File: src/hw/rtl/rcpsc_pkg.sv
// Shared types and constants for the RC pulse to signed command core.
// Request codes, sequencer states, register indexes and reset values.
// No dependencies.
`default_nettype none

package rcpsc_pkg;

    localparam int PULSE_WIDTH_DEF   = 16;
    localparam int STARTUP_ZEROS_DEF = 10;

    localparam int RAW_W     = 16;
    localparam int CMD_W     = 16;
    localparam int MAXOUT_W  = 15;
    localparam int FRAC_W    = 16;
    localparam int CFG_DATA_W = 16;
    localparam int CFG_ADDR_W = 1;

    localparam logic [MAXOUT_W-1:0] MAX_OUTPUT_RST       = 15'd1000;
    localparam logic [FRAC_W-1:0]   NEUTRAL_FRACTION_RST = 16'd3277;

    localparam logic [CFG_ADDR_W-1:0] CFG_MAX_OUTPUT       = 1'b0;
    localparam logic [CFG_ADDR_W-1:0] CFG_NEUTRAL_FRACTION = 1'b1;

    typedef enum logic [1:0] {
        REQ_READ        = 2'd0,
        REQ_CAL_ZERO    = 2'd1,
        REQ_CAL_RANGE   = 2'd2,
        REQ_RESET_RANGE = 2'd3
    } req_t;

    typedef enum logic [2:0] {
        ST_IDLE,
        ST_HALF,
        ST_SELECT,
        ST_SCALE,
        ST_DIVIDE,
        ST_FINISH
    } state_t;

endpackage

`default_nettype wire

File: src/hw/rtl/rc_pulse_to_signed_command_core.sv
// RC pulse to signed command core: calibration state, dead band, mapping.
// One shared multiplier and a restoring divider under a small sequencer.
// Depends on rcpsc_pkg.
//
// Usage:
//   Input channel (s_valid/s_ready) carries a request type and a measured
//   pulse width. Every request returns exactly one result on the m_ channel:
//   the signed command for a read, zero otherwise, plus the calibration
//   flags for a calibrate-range request.
//   The block takes one item at a time. Calibration and reset-range requests
//   go straight from idle to the finish state. A read passes the half-band
//   multiply and the select state; one in the dead band, or with a zero span
//   or offset, then finishes, while any other goes on to the scale multiply
//   and the bit-serial divider, which retires one quotient bit per cycle over
//   PULSE_WIDTH + 15 bits, and then finishes.
//   s_ready is high again in the cycle after the result is loaded into the
//   output register, so a new item is taken while that result waits.
//   If the receiver stalls with a result still held, the next item runs to
//   its end and waits there until the output register frees up.
//   Reset (aresetn low, synchronous) clears calibration to neutral 0,
//   range max 0 and min all ones, clears the start-up zero count and loads
//   max_output 1000 and neutral_fraction 3277. Writes on the cfg_ port take
//   effect at once and are meant for idle periods.
`default_nettype none

module rc_pulse_to_signed_command_core
    import rcpsc_pkg::*;
#(
    parameter int PULSE_WIDTH   = PULSE_WIDTH_DEF,
    parameter int STARTUP_ZEROS = STARTUP_ZEROS_DEF
) (
    input  wire logic                    aclk,
    input  wire logic                    aresetn,

    input  wire logic                    cfg_wr_en,
    input  wire logic [CFG_ADDR_W-1:0]   cfg_addr,
    input  wire logic [CFG_DATA_W-1:0]   cfg_wdata,

    input  wire logic                    s_valid,
    output      logic                    s_ready,
    input  wire logic [1:0]              s_req_type,
    input  wire logic [RAW_W-1:0]        s_raw_pulse,

    output      logic                    m_valid,
    input  wire logic                    m_ready,
    output      logic signed [CMD_W-1:0] m_command,
    output      logic                    m_max_moved,
    output      logic                    m_min_moved
);

    localparam int W        = PULSE_WIDTH;
    localparam int MUL_W    = W + FRAC_W;
    localparam int NUM_W    = W + MAXOUT_W;
    localparam int CNT_W    = $clog2(NUM_W);
    localparam int V_W      = NUM_W + 2;
    localparam int STREAK_W = $clog2(STARTUP_ZEROS + 1);

    state_t state_reg, state_next;

    logic [MAXOUT_W-1:0] max_output_reg;
    logic [FRAC_W-1:0]   nfrac_reg;

    logic [W-1:0]        neutral_reg;
    logic [W-1:0]        low_reg;
    logic [W-1:0]        high_reg;
    logic [STREAK_W-1:0] streak_reg;

    req_t                req_reg;
    logic [W-1:0]        raw_reg;

    logic [MUL_W-1:0]    mul_reg;
    logic [W-1:0]        off_mag_reg;
    logic [W-1:0]        span_mag_reg;
    logic                q_neg_reg;
    logic                neg_branch_reg;
    logic [W-1:0]        rem_reg;
    logic [CNT_W-1:0]    cnt_reg;

    logic                    m_valid_reg;
    logic signed [CMD_W-1:0] m_command_reg;
    logic                    m_max_moved_reg;
    logic                    m_min_moved_reg;

    // control
    logic accept;
    logic fin_fire;
    logic mul_en;

    // select stage
    logic [W-1:0] half;
    logic         above_band;
    logic         below_band;
    logic         skip_div;
    logic [W:0]   off_s;
    logic [W:0]   span_s;
    logic [W-1:0] off_mag;
    logic [W-1:0] span_mag;

    // shared multiplier
    logic [W-1:0]      mul_a;
    logic [FRAC_W-1:0] mul_b;

    // divider step
    logic [W:0] rem_shift;
    logic       q_bit;

    // finish stage
    logic signed [V_W-1:0]   q_s;
    logic signed [V_W-1:0]   full_s;
    logic signed [V_W-1:0]   v_raw;
    logic signed [V_W-1:0]   v_clamp;
    logic signed [CMD_W-1:0] cmd_final;
    logic                    max_hit;
    logic                    min_hit;

    // ---------------- sequencer ----------------
    always_comb begin
        state_next = state_reg;
        unique case (state_reg)
            ST_IDLE: begin
                if (s_valid) begin
                    state_next = (req_t'(s_req_type) == REQ_READ) ? ST_HALF : ST_FINISH;
                end
            end
            ST_HALF:   state_next = ST_SELECT;
            ST_SELECT: state_next = skip_div ? ST_FINISH : ST_SCALE;
            ST_SCALE:  state_next = ST_DIVIDE;
            ST_DIVIDE: begin
                if (cnt_reg == '0) begin
                    state_next = ST_FINISH;
                end
            end
            ST_FINISH: begin
                if (fin_fire) begin
                    state_next = ST_IDLE;
                end
            end
            default:   state_next = ST_IDLE;
        endcase
    end

    always_comb begin
        s_ready  = 1'b0;
        mul_en   = 1'b0;
        fin_fire = 1'b0;
        unique case (state_reg)
            ST_IDLE:   s_ready  = 1'b1;
            ST_HALF:   mul_en   = 1'b1;
            ST_SCALE:  mul_en   = 1'b1;
            ST_FINISH: fin_fire = !m_valid_reg || m_ready;
            default: begin
            end
        endcase
    end

    assign accept = s_valid && s_ready;

    always_ff @(posedge aclk) begin
        if (!aresetn) begin
            state_reg <= ST_IDLE;
        end else begin
            state_reg <= state_next;
        end
    end

    // ---------------- configuration ----------------
    always_ff @(posedge aclk) begin
        if (!aresetn) begin
            max_output_reg <= MAX_OUTPUT_RST;
            nfrac_reg      <= NEUTRAL_FRACTION_RST;
        end else if (cfg_wr_en) begin
            unique case (cfg_addr)
                CFG_MAX_OUTPUT:       max_output_reg <= cfg_wdata[MAXOUT_W-1:0];
                CFG_NEUTRAL_FRACTION: nfrac_reg      <= cfg_wdata[FRAC_W-1:0];
                default: begin
                end
            endcase
        end
    end

    // ---------------- select: dead band and span ----------------
    always_comb begin
        half       = mul_reg[MUL_W-1:FRAC_W];
        above_band = {1'b0, raw_reg} > ({1'b0, neutral_reg} + {1'b0, half});
        below_band = ({1'b0, raw_reg} + {1'b0, half}) < {1'b0, neutral_reg};
        if (above_band) begin
            off_s  = {1'b0, raw_reg}  - {1'b0, neutral_reg};
            span_s = {1'b0, high_reg} - {1'b0, neutral_reg};
        end else begin
            off_s  = {1'b0, raw_reg}     - {1'b0, low_reg};
            span_s = {1'b0, neutral_reg} - {1'b0, low_reg};
        end
        off_mag  = off_s[W]  ? W'(-off_s)  : off_s[W-1:0];
        span_mag = span_s[W] ? W'(-span_s) : span_s[W-1:0];
        skip_div = !(above_band || below_band) || (span_mag == '0) || (off_mag == '0);
    end

    // ---------------- shared multiplier and divider step ----------------
    assign mul_a = (state_reg == ST_HALF) ? high_reg : off_mag_reg;
    assign mul_b = (state_reg == ST_HALF) ? nfrac_reg : {1'b0, max_output_reg};

    assign rem_shift = {rem_reg, mul_reg[NUM_W-1]};
    assign q_bit     = rem_shift >= {1'b0, span_mag_reg};

    always_ff @(posedge aclk) begin
        if (accept) begin
            req_reg <= req_t'(s_req_type);
            raw_reg <= W'(s_raw_pulse);
        end
        if (mul_en) begin
            mul_reg <= MUL_W'(mul_a) * MUL_W'(mul_b);
        end else if (state_reg == ST_SELECT) begin
            // hold a zero quotient when the divider is skipped
            if (skip_div) begin
                mul_reg <= '0;
            end
            off_mag_reg    <= off_mag;
            span_mag_reg   <= span_mag;
            q_neg_reg      <= off_s[W] ^ span_s[W];
            neg_branch_reg <= !above_band && below_band;
        end else if (state_reg == ST_DIVIDE) begin
            mul_reg <= {1'b0, mul_reg[NUM_W-2:0], q_bit};
        end
        if (state_reg == ST_SCALE) begin
            rem_reg <= '0;
            cnt_reg <= CNT_W'(NUM_W - 1);
        end else if (state_reg == ST_DIVIDE) begin
            // the remainder stays below the span, so it fits in W bits
            rem_reg <= W'(q_bit ? (rem_shift - {1'b0, span_mag_reg}) : rem_shift);
            cnt_reg <= cnt_reg - 1'b1;
        end
        if (accept && req_t'(s_req_type) != REQ_READ) begin
            neg_branch_reg <= 1'b0;
            mul_reg        <= '0;
        end
    end

    // ---------------- finish: sign, offset, clamp ----------------
    always_comb begin
        q_s     = $signed({2'b00, mul_reg[NUM_W-1:0]});
        if (q_neg_reg) begin
            q_s = -q_s;
        end
        full_s  = $signed(V_W'(max_output_reg));
        v_raw   = neg_branch_reg ? (q_s - full_s) : q_s;
        v_clamp = v_raw;
        if (v_raw > full_s) begin
            v_clamp = full_s;
        end
        if (v_raw < -full_s) begin
            v_clamp = -full_s;
        end
        cmd_final = v_clamp[CMD_W-1:0];
        max_hit   = raw_reg >= high_reg;
        min_hit   = raw_reg <= low_reg;
    end

    always_ff @(posedge aclk) begin
        if (!aresetn) begin
            neutral_reg <= '0;
            low_reg     <= '1;
            high_reg    <= '0;
            streak_reg  <= '0;
        end else if (fin_fire) begin
            case (req_reg)
                REQ_READ: begin
                    if (streak_reg < STREAK_W'(STARTUP_ZEROS)) begin
                        streak_reg <= (cmd_final == '0) ? streak_reg + 1'b1 : '0;
                    end
                end
                REQ_CAL_ZERO: neutral_reg <= raw_reg;
                REQ_CAL_RANGE: begin
                    if (max_hit) begin
                        high_reg <= raw_reg;
                    end
                    if (min_hit) begin
                        low_reg <= raw_reg;
                    end
                end
                default: begin
                    high_reg <= '0;
                    low_reg  <= '1;
                end
            endcase
        end
    end

    // ---------------- output register ----------------
    always_ff @(posedge aclk) begin
        if (!aresetn) begin
            m_valid_reg <= 1'b0;
        end else if (fin_fire) begin
            m_valid_reg <= 1'b1;
        end else if (m_ready) begin
            m_valid_reg <= 1'b0;
        end
    end

    always_ff @(posedge aclk) begin
        if (fin_fire) begin
            m_command_reg   <= '0;
            m_max_moved_reg <= 1'b0;
            m_min_moved_reg <= 1'b0;
            if (req_reg == REQ_READ) begin
                // suppress motion until the start-up run of neutral reads is seen
                if (streak_reg >= STREAK_W'(STARTUP_ZEROS)) begin
                    m_command_reg <= cmd_final;
                end
            end else if (req_reg == REQ_CAL_RANGE) begin
                m_max_moved_reg <= max_hit;
                m_min_moved_reg <= min_hit;
            end
        end
    end

    assign m_valid     = m_valid_reg;
    assign m_command   = m_command_reg;
    assign m_max_moved = m_max_moved_reg;
    assign m_min_moved = m_min_moved_reg;

endmodule

`default_nettype wire

File: config.mk
export PLATFORM = sky130hd
export DESIGN_NAME = rc_pulse_to_signed_command_core
export DESIGN_NICKNAME = d
export VERILOG_FILES = /design/src/hw/rtl/rcpsc_pkg.sv /design/src/hw/rtl/rc_pulse_to_signed_command_core.sv
export SDC_FILE = /design/constraint.sdc
export NUM_CORES = 2
export LEC_CHECK = 0
export BUFFER_PORTS_ARGS = -buffer_cell sky130_fd_sc_hd__buf_2
export CAP_MARGIN = 5
export CORE_UTILIZATION = 65
export DETAILED_ROUTE_END_ITERATION = 8
export GPL_TIMING_DRIVEN = 0
export PLACE_DENSITY = 0.86
export SLEW_MARGIN = 20
export SYNTH_ARGS = -nofsm -noshare
export SYNTH_HDL_FRONTEND = slang
export SYNTH_SLANG_ARGS = --single-unit
File: constraint.sdc
create_clock -name aclk -period 9.2 [get_ports aclk]
set_input_delay 1.84 -clock aclk [delete_from_list [all_inputs] [get_ports aclk]]
set_output_delay 1.84 -clock aclk [all_outputs]
set_load 0.005 [all_outputs]
==> impl.org <==
** Final layout
- Summing all non-filler instances in the final layout gives an area of 0.0299 mm2.
- Leaving out filler cells and counting taps, the final layout contains 4044.
- The register with the most flip-flops in the layout has 32 of them.
- Fin nets :: 4059
- Share of final-layout standard cells stronger than drive strength 1 :: 0.0656
- Compared with the post-synthesis result, the final layout area differs by 7.63%.

** Global routing
- Global-route wire length before repair :: 132000 um
- Entering global routing, the biggest net connects 20 pins.
- Total gr overflow :: 0
- Number of global-route vias before repair :: 24600
- In the global route stage, overall resource usage came out at 0.387.
- Initial antenna violation count :: 0

** Pwr
- Power Density :: 410 mW/mm2
- Share of power burned in registers :: 0.107
- Of the total power, the clock network draws 0.073.
- Overall power consumption after layout is estimated at 0.0123 W.
- Switching power :: 0.00669 W
- Static leakage :: 13.9 nW
- Cell internal power was estimated by the tool at 0.00558 W.
- IR analysis of the VDD net gives a maximum drop of 0.684 mV.
- Switch share :: 0.546
- Combinational share of power :: 0.820

** Worst setup path
- Among the stages of the critical path, the cell type that occurs most often is sky130_fd_sc_hd__inv_1.
- Along the worst path, the maximum fanout reaches 11.
- Crit path largest cell delay :: 0.87 ns
- Launch point of the critical path :: state_reg[2]$_SDFFE_PN0P_
- The worst setup path is captured at a flop.
- On the critical path the largest part of the delay comes from compound AO/OA/AOI/OAI gates.
- STA classifies the critical path startpoint as a flop.
- Arrival time at the worst endpoint :: 9.44 ns
- Library cell contributing the largest single delay on the critical path :: sky130_fd_sc_hd__mux2i_1
- The startpoint identified for the worst register-to-register timing path is state_reg[2]$_SDFFE_PN0P_.
- Class of the most critical setup path :: reg2reg
- CP Buf/Inv Count :: 7
- Data on the critical path is required at its endpoint by 9.66 ns.

** Clock tree
- Number of levels in the clock H-tree :: 1
- CTS Root Buffer Type :: sky130_fd_sc_hd__clkbuf_16
- Clock buffers created by TritonCTS :: 23
- CTS saw 210 sinks.
- Insertion delay of the later-clocked pin in the worst-skew pair :: 0.56 ns
- After clock tree synthesis, the clock-pin slew on the worst setup and hold paths is 0.07 ns.
- Hold buffer count at CTS :: 0
- TritonCTS built the clock tree.
- Maximum buffer depth of the clock tree :: 3

** Floorplan
- CORE AREA :: 0.0420 mm2
- From left edge to right edge, the die measures 209 um.
- The die covers 0.0436 mm2.
- The floorplan step set the die height to 209 um.
- Row cnt :: 75
- Number of placed I/O pins :: 60
- Initial core utilization :: 0.661

** Routing
- Detailed Route WL :: 85200 um
- First-iteration detailed-routing DRC count :: 2992
- Final routed wire length divided by cell count :: 21.1 um
- Routed via count :: 25900
- The count of nets left with antenna violations once routing finished came out at 0.
- DR vias/cell :: 6.40
- For this run, design rule violations remaining after detail routing come to 0.
- First-pass DRT Iterations :: 9

** Logic synthesis
- When the netlist entered floorplanning its net count stood at 3963.
- In the synthesized netlist, the number of instances is 3391.
- The share of synthesized area in the top cell type comes to 0.149.
- The synthesized netlist contains 92 unique library cells.
- Combined area of all synthesized cells :: 0.0278 mm2
- For this run, the leading register cell type out of synthesis is sky130_fd_sc_hd__dfxtp_1.
- Counting instances in the post-synthesis netlist gives the leading cell types as 444 x sky130_fd_sc_hd__nand2_1, 383 x sky130_fd_sc_hd__inv_1, 330 x sky130_fd_sc_hd__ha_1, 277 x sky130_fd_sc_hd__nor2_1, 202 x sky130_fd_sc_hd__fa_1.
- Counting flops with a built-in enable in the synthesized netlist gives 69.
- Per-instance average area after synthesis :: 8.20 um2
- In the post-synthesis netlist, the biggest area contributors are sky130_fd_sc_hd__ha_1 15%, sky130_fd_sc_hd__fa_1 15%, sky130_fd_sc_hd__dfxtp_1 10%.
- During synthesis, Yosys emitted a total of 0 warnings.
- Cell taking the most area after synthesis :: sky130_fd_sc_hd__ha_1
- Most frequently used cell type in the post-synthesis netlist :: sky130_fd_sc_hd__nand2_1
- Counting flops and latches in the post-synthesis netlist gives 210.
- Share of synthesized registers carrying an async set or reset :: 0
- For this run, the register share of the synthesized area comes to 0.176.

** STA
- Worst-case hold slack :: 0.468 ns
- Final-layout setup total negative slack :: 0 ns
- Dividing the final minimum period by the clock period gives 0.977.
- Max transition margin :: 0.107
- Based on the critical path, the design can be clocked at up to 111 MHz.
- Finish-stage setup viols :: 0
- At the pin with the least slew margin, the transition time is 1.32 ns.
- Minimum clock period :: 8.99 ns
- The total count of max-transition violations in the final report came to 0.
- Worst Clk Skew :: 0.0294 ns
- The hold violation count in the final report is 0.

** Min path
- Hold path startpoint :: rem_reg[15]$_SDFFE_PN0P_
- Worst hold-check path type :: reg2reg

** Placement
- Number of port buffers :: 58
- Total placed cells including tap cells :: 3992
- Placed wire-length estimate :: 66500 um
- Routability-driven placement finished with a final weighted congestion of 1.01.
- In this run the cell area measured after placement is 0.0288 mm2.

** Outcome
- Run status :: completed

** Run
- Number of violations of the max-capacitance limit :: 0
-- layout make-up --
type                       instances  area [um2]
clock buffer                      30         623
tap                              539         674
clock inverter                    12        80.1
sequential                       210        4900
inverter                         385        1450
multi-input combinational       2677       21300
fill                            3234       12100
antenna                            1        2.50
buffer                           114         499
timing repair buffer              76         445
-- cell usage in the layout (no fill, tap or decap), drive strengths merged, types with 32 or more instances in the layout --
cell	count
a21boi	68
a21o	61
a21oi	137
and2	40
buf	95
clkbuf	125
dfxtp	141
edfxtp	69
fa	202
ha	330
inv	389
mux2i	91
nand2	444
nand2b	34
nand3	68
nand4	34
nor2	277
nor2b	57
nor3	75
o21a	32
o21ai	169
xnor2	128
xor2	61
-- routing by layer --
| metal | share of wire | track usage | wire, um |
|---|---|---|---|
| met1 | 0.40 | 0.528 | 34000 |
| met2 | 0.42 | 0.576 | 35800 |
| met3 | 0.12 | 0.0857 | 10500 |
| met4 | 0.058 | 0.202 | 4950 |
| met5 | 0 | 0 | 0 |
-- power groups by stage --
stage	Clock, W	Sequential [W]	Combinational (W)
finish	0.000892	0.00131	0.0101
global route	0.000935	0.00132	0.0110
CTS	0.000897	0.00129	0.00962
detailed placement	0	0.00131	0.00945
global placement	0	0.00131	0.00924
floorplan	0	0.00123	0.00705
-- through the flow --
stage               setup WS [ns]  utilization
finish                      0.214        0.712
global route              -0.0344        0.712
CTS                       0.00544        0.708
detailed placement          -1.04        0.686
global placement           -0.963        0.684
floorplan                   0.887            -
-- worst register-to-register path: cells and delay by family (launching register included) --
kind                     cells  cell delay (ns)
AND/OR/NAND/NOR              3             0.76
flip-flops                   1             0.41
buffers and inverters        7             0.98
AO/OA/AOI/OAI               14             3.05
multiplexers                 1             0.87
XOR/XNOR                     1             0.09
adder cells (fa/ha/maj)      7             2.74
-- logic make-up (layout without fill, tap and decap cells) --
logic type / Yosys count / in the layout / share of synthesized area
compound gates: 708 / 708 / 0.171
simple gates: 1143 / 1143 / 0.192
fa+ha+maj: 533 / 533 / 0.294
buf+inv: 504 / 617 / 0.0690
xor+xnor: 189 / 189 / 0.0598
mux: 104 / 104 / 0.0382
flops: 210 / 210 / 0.176
other cells: 0 / 1 / 0
-- path summary, 6_finish.rpt --
kind / endpoint / slack (ns) / cells past startpoint
max: mul_reg[31]$_SDFFE_PP0P_ / 0.21 / 33
min: rem_reg[15]$_SDFFE_PN0P_ / 0.47 / 2
max reg2reg: mul_reg[31]$_SDFFE_PP0P_ / 0.21 / 33
min reg2reg: rem_reg[15]$_SDFFE_PN0P_ / 0.47 / 2
-- what timing repair did --
| action | CTS | global route |
|---|---|---|
| buffers inserted | 10 | 4 |
| resized for setup | 33 | 77 |
| hold endpoints to repair | 0 | 0 |
| pin swaps | 5 | 6 |
| endpoints found under the setup margin | 34 | 39 |
Power figures use the tool's default switching activity.
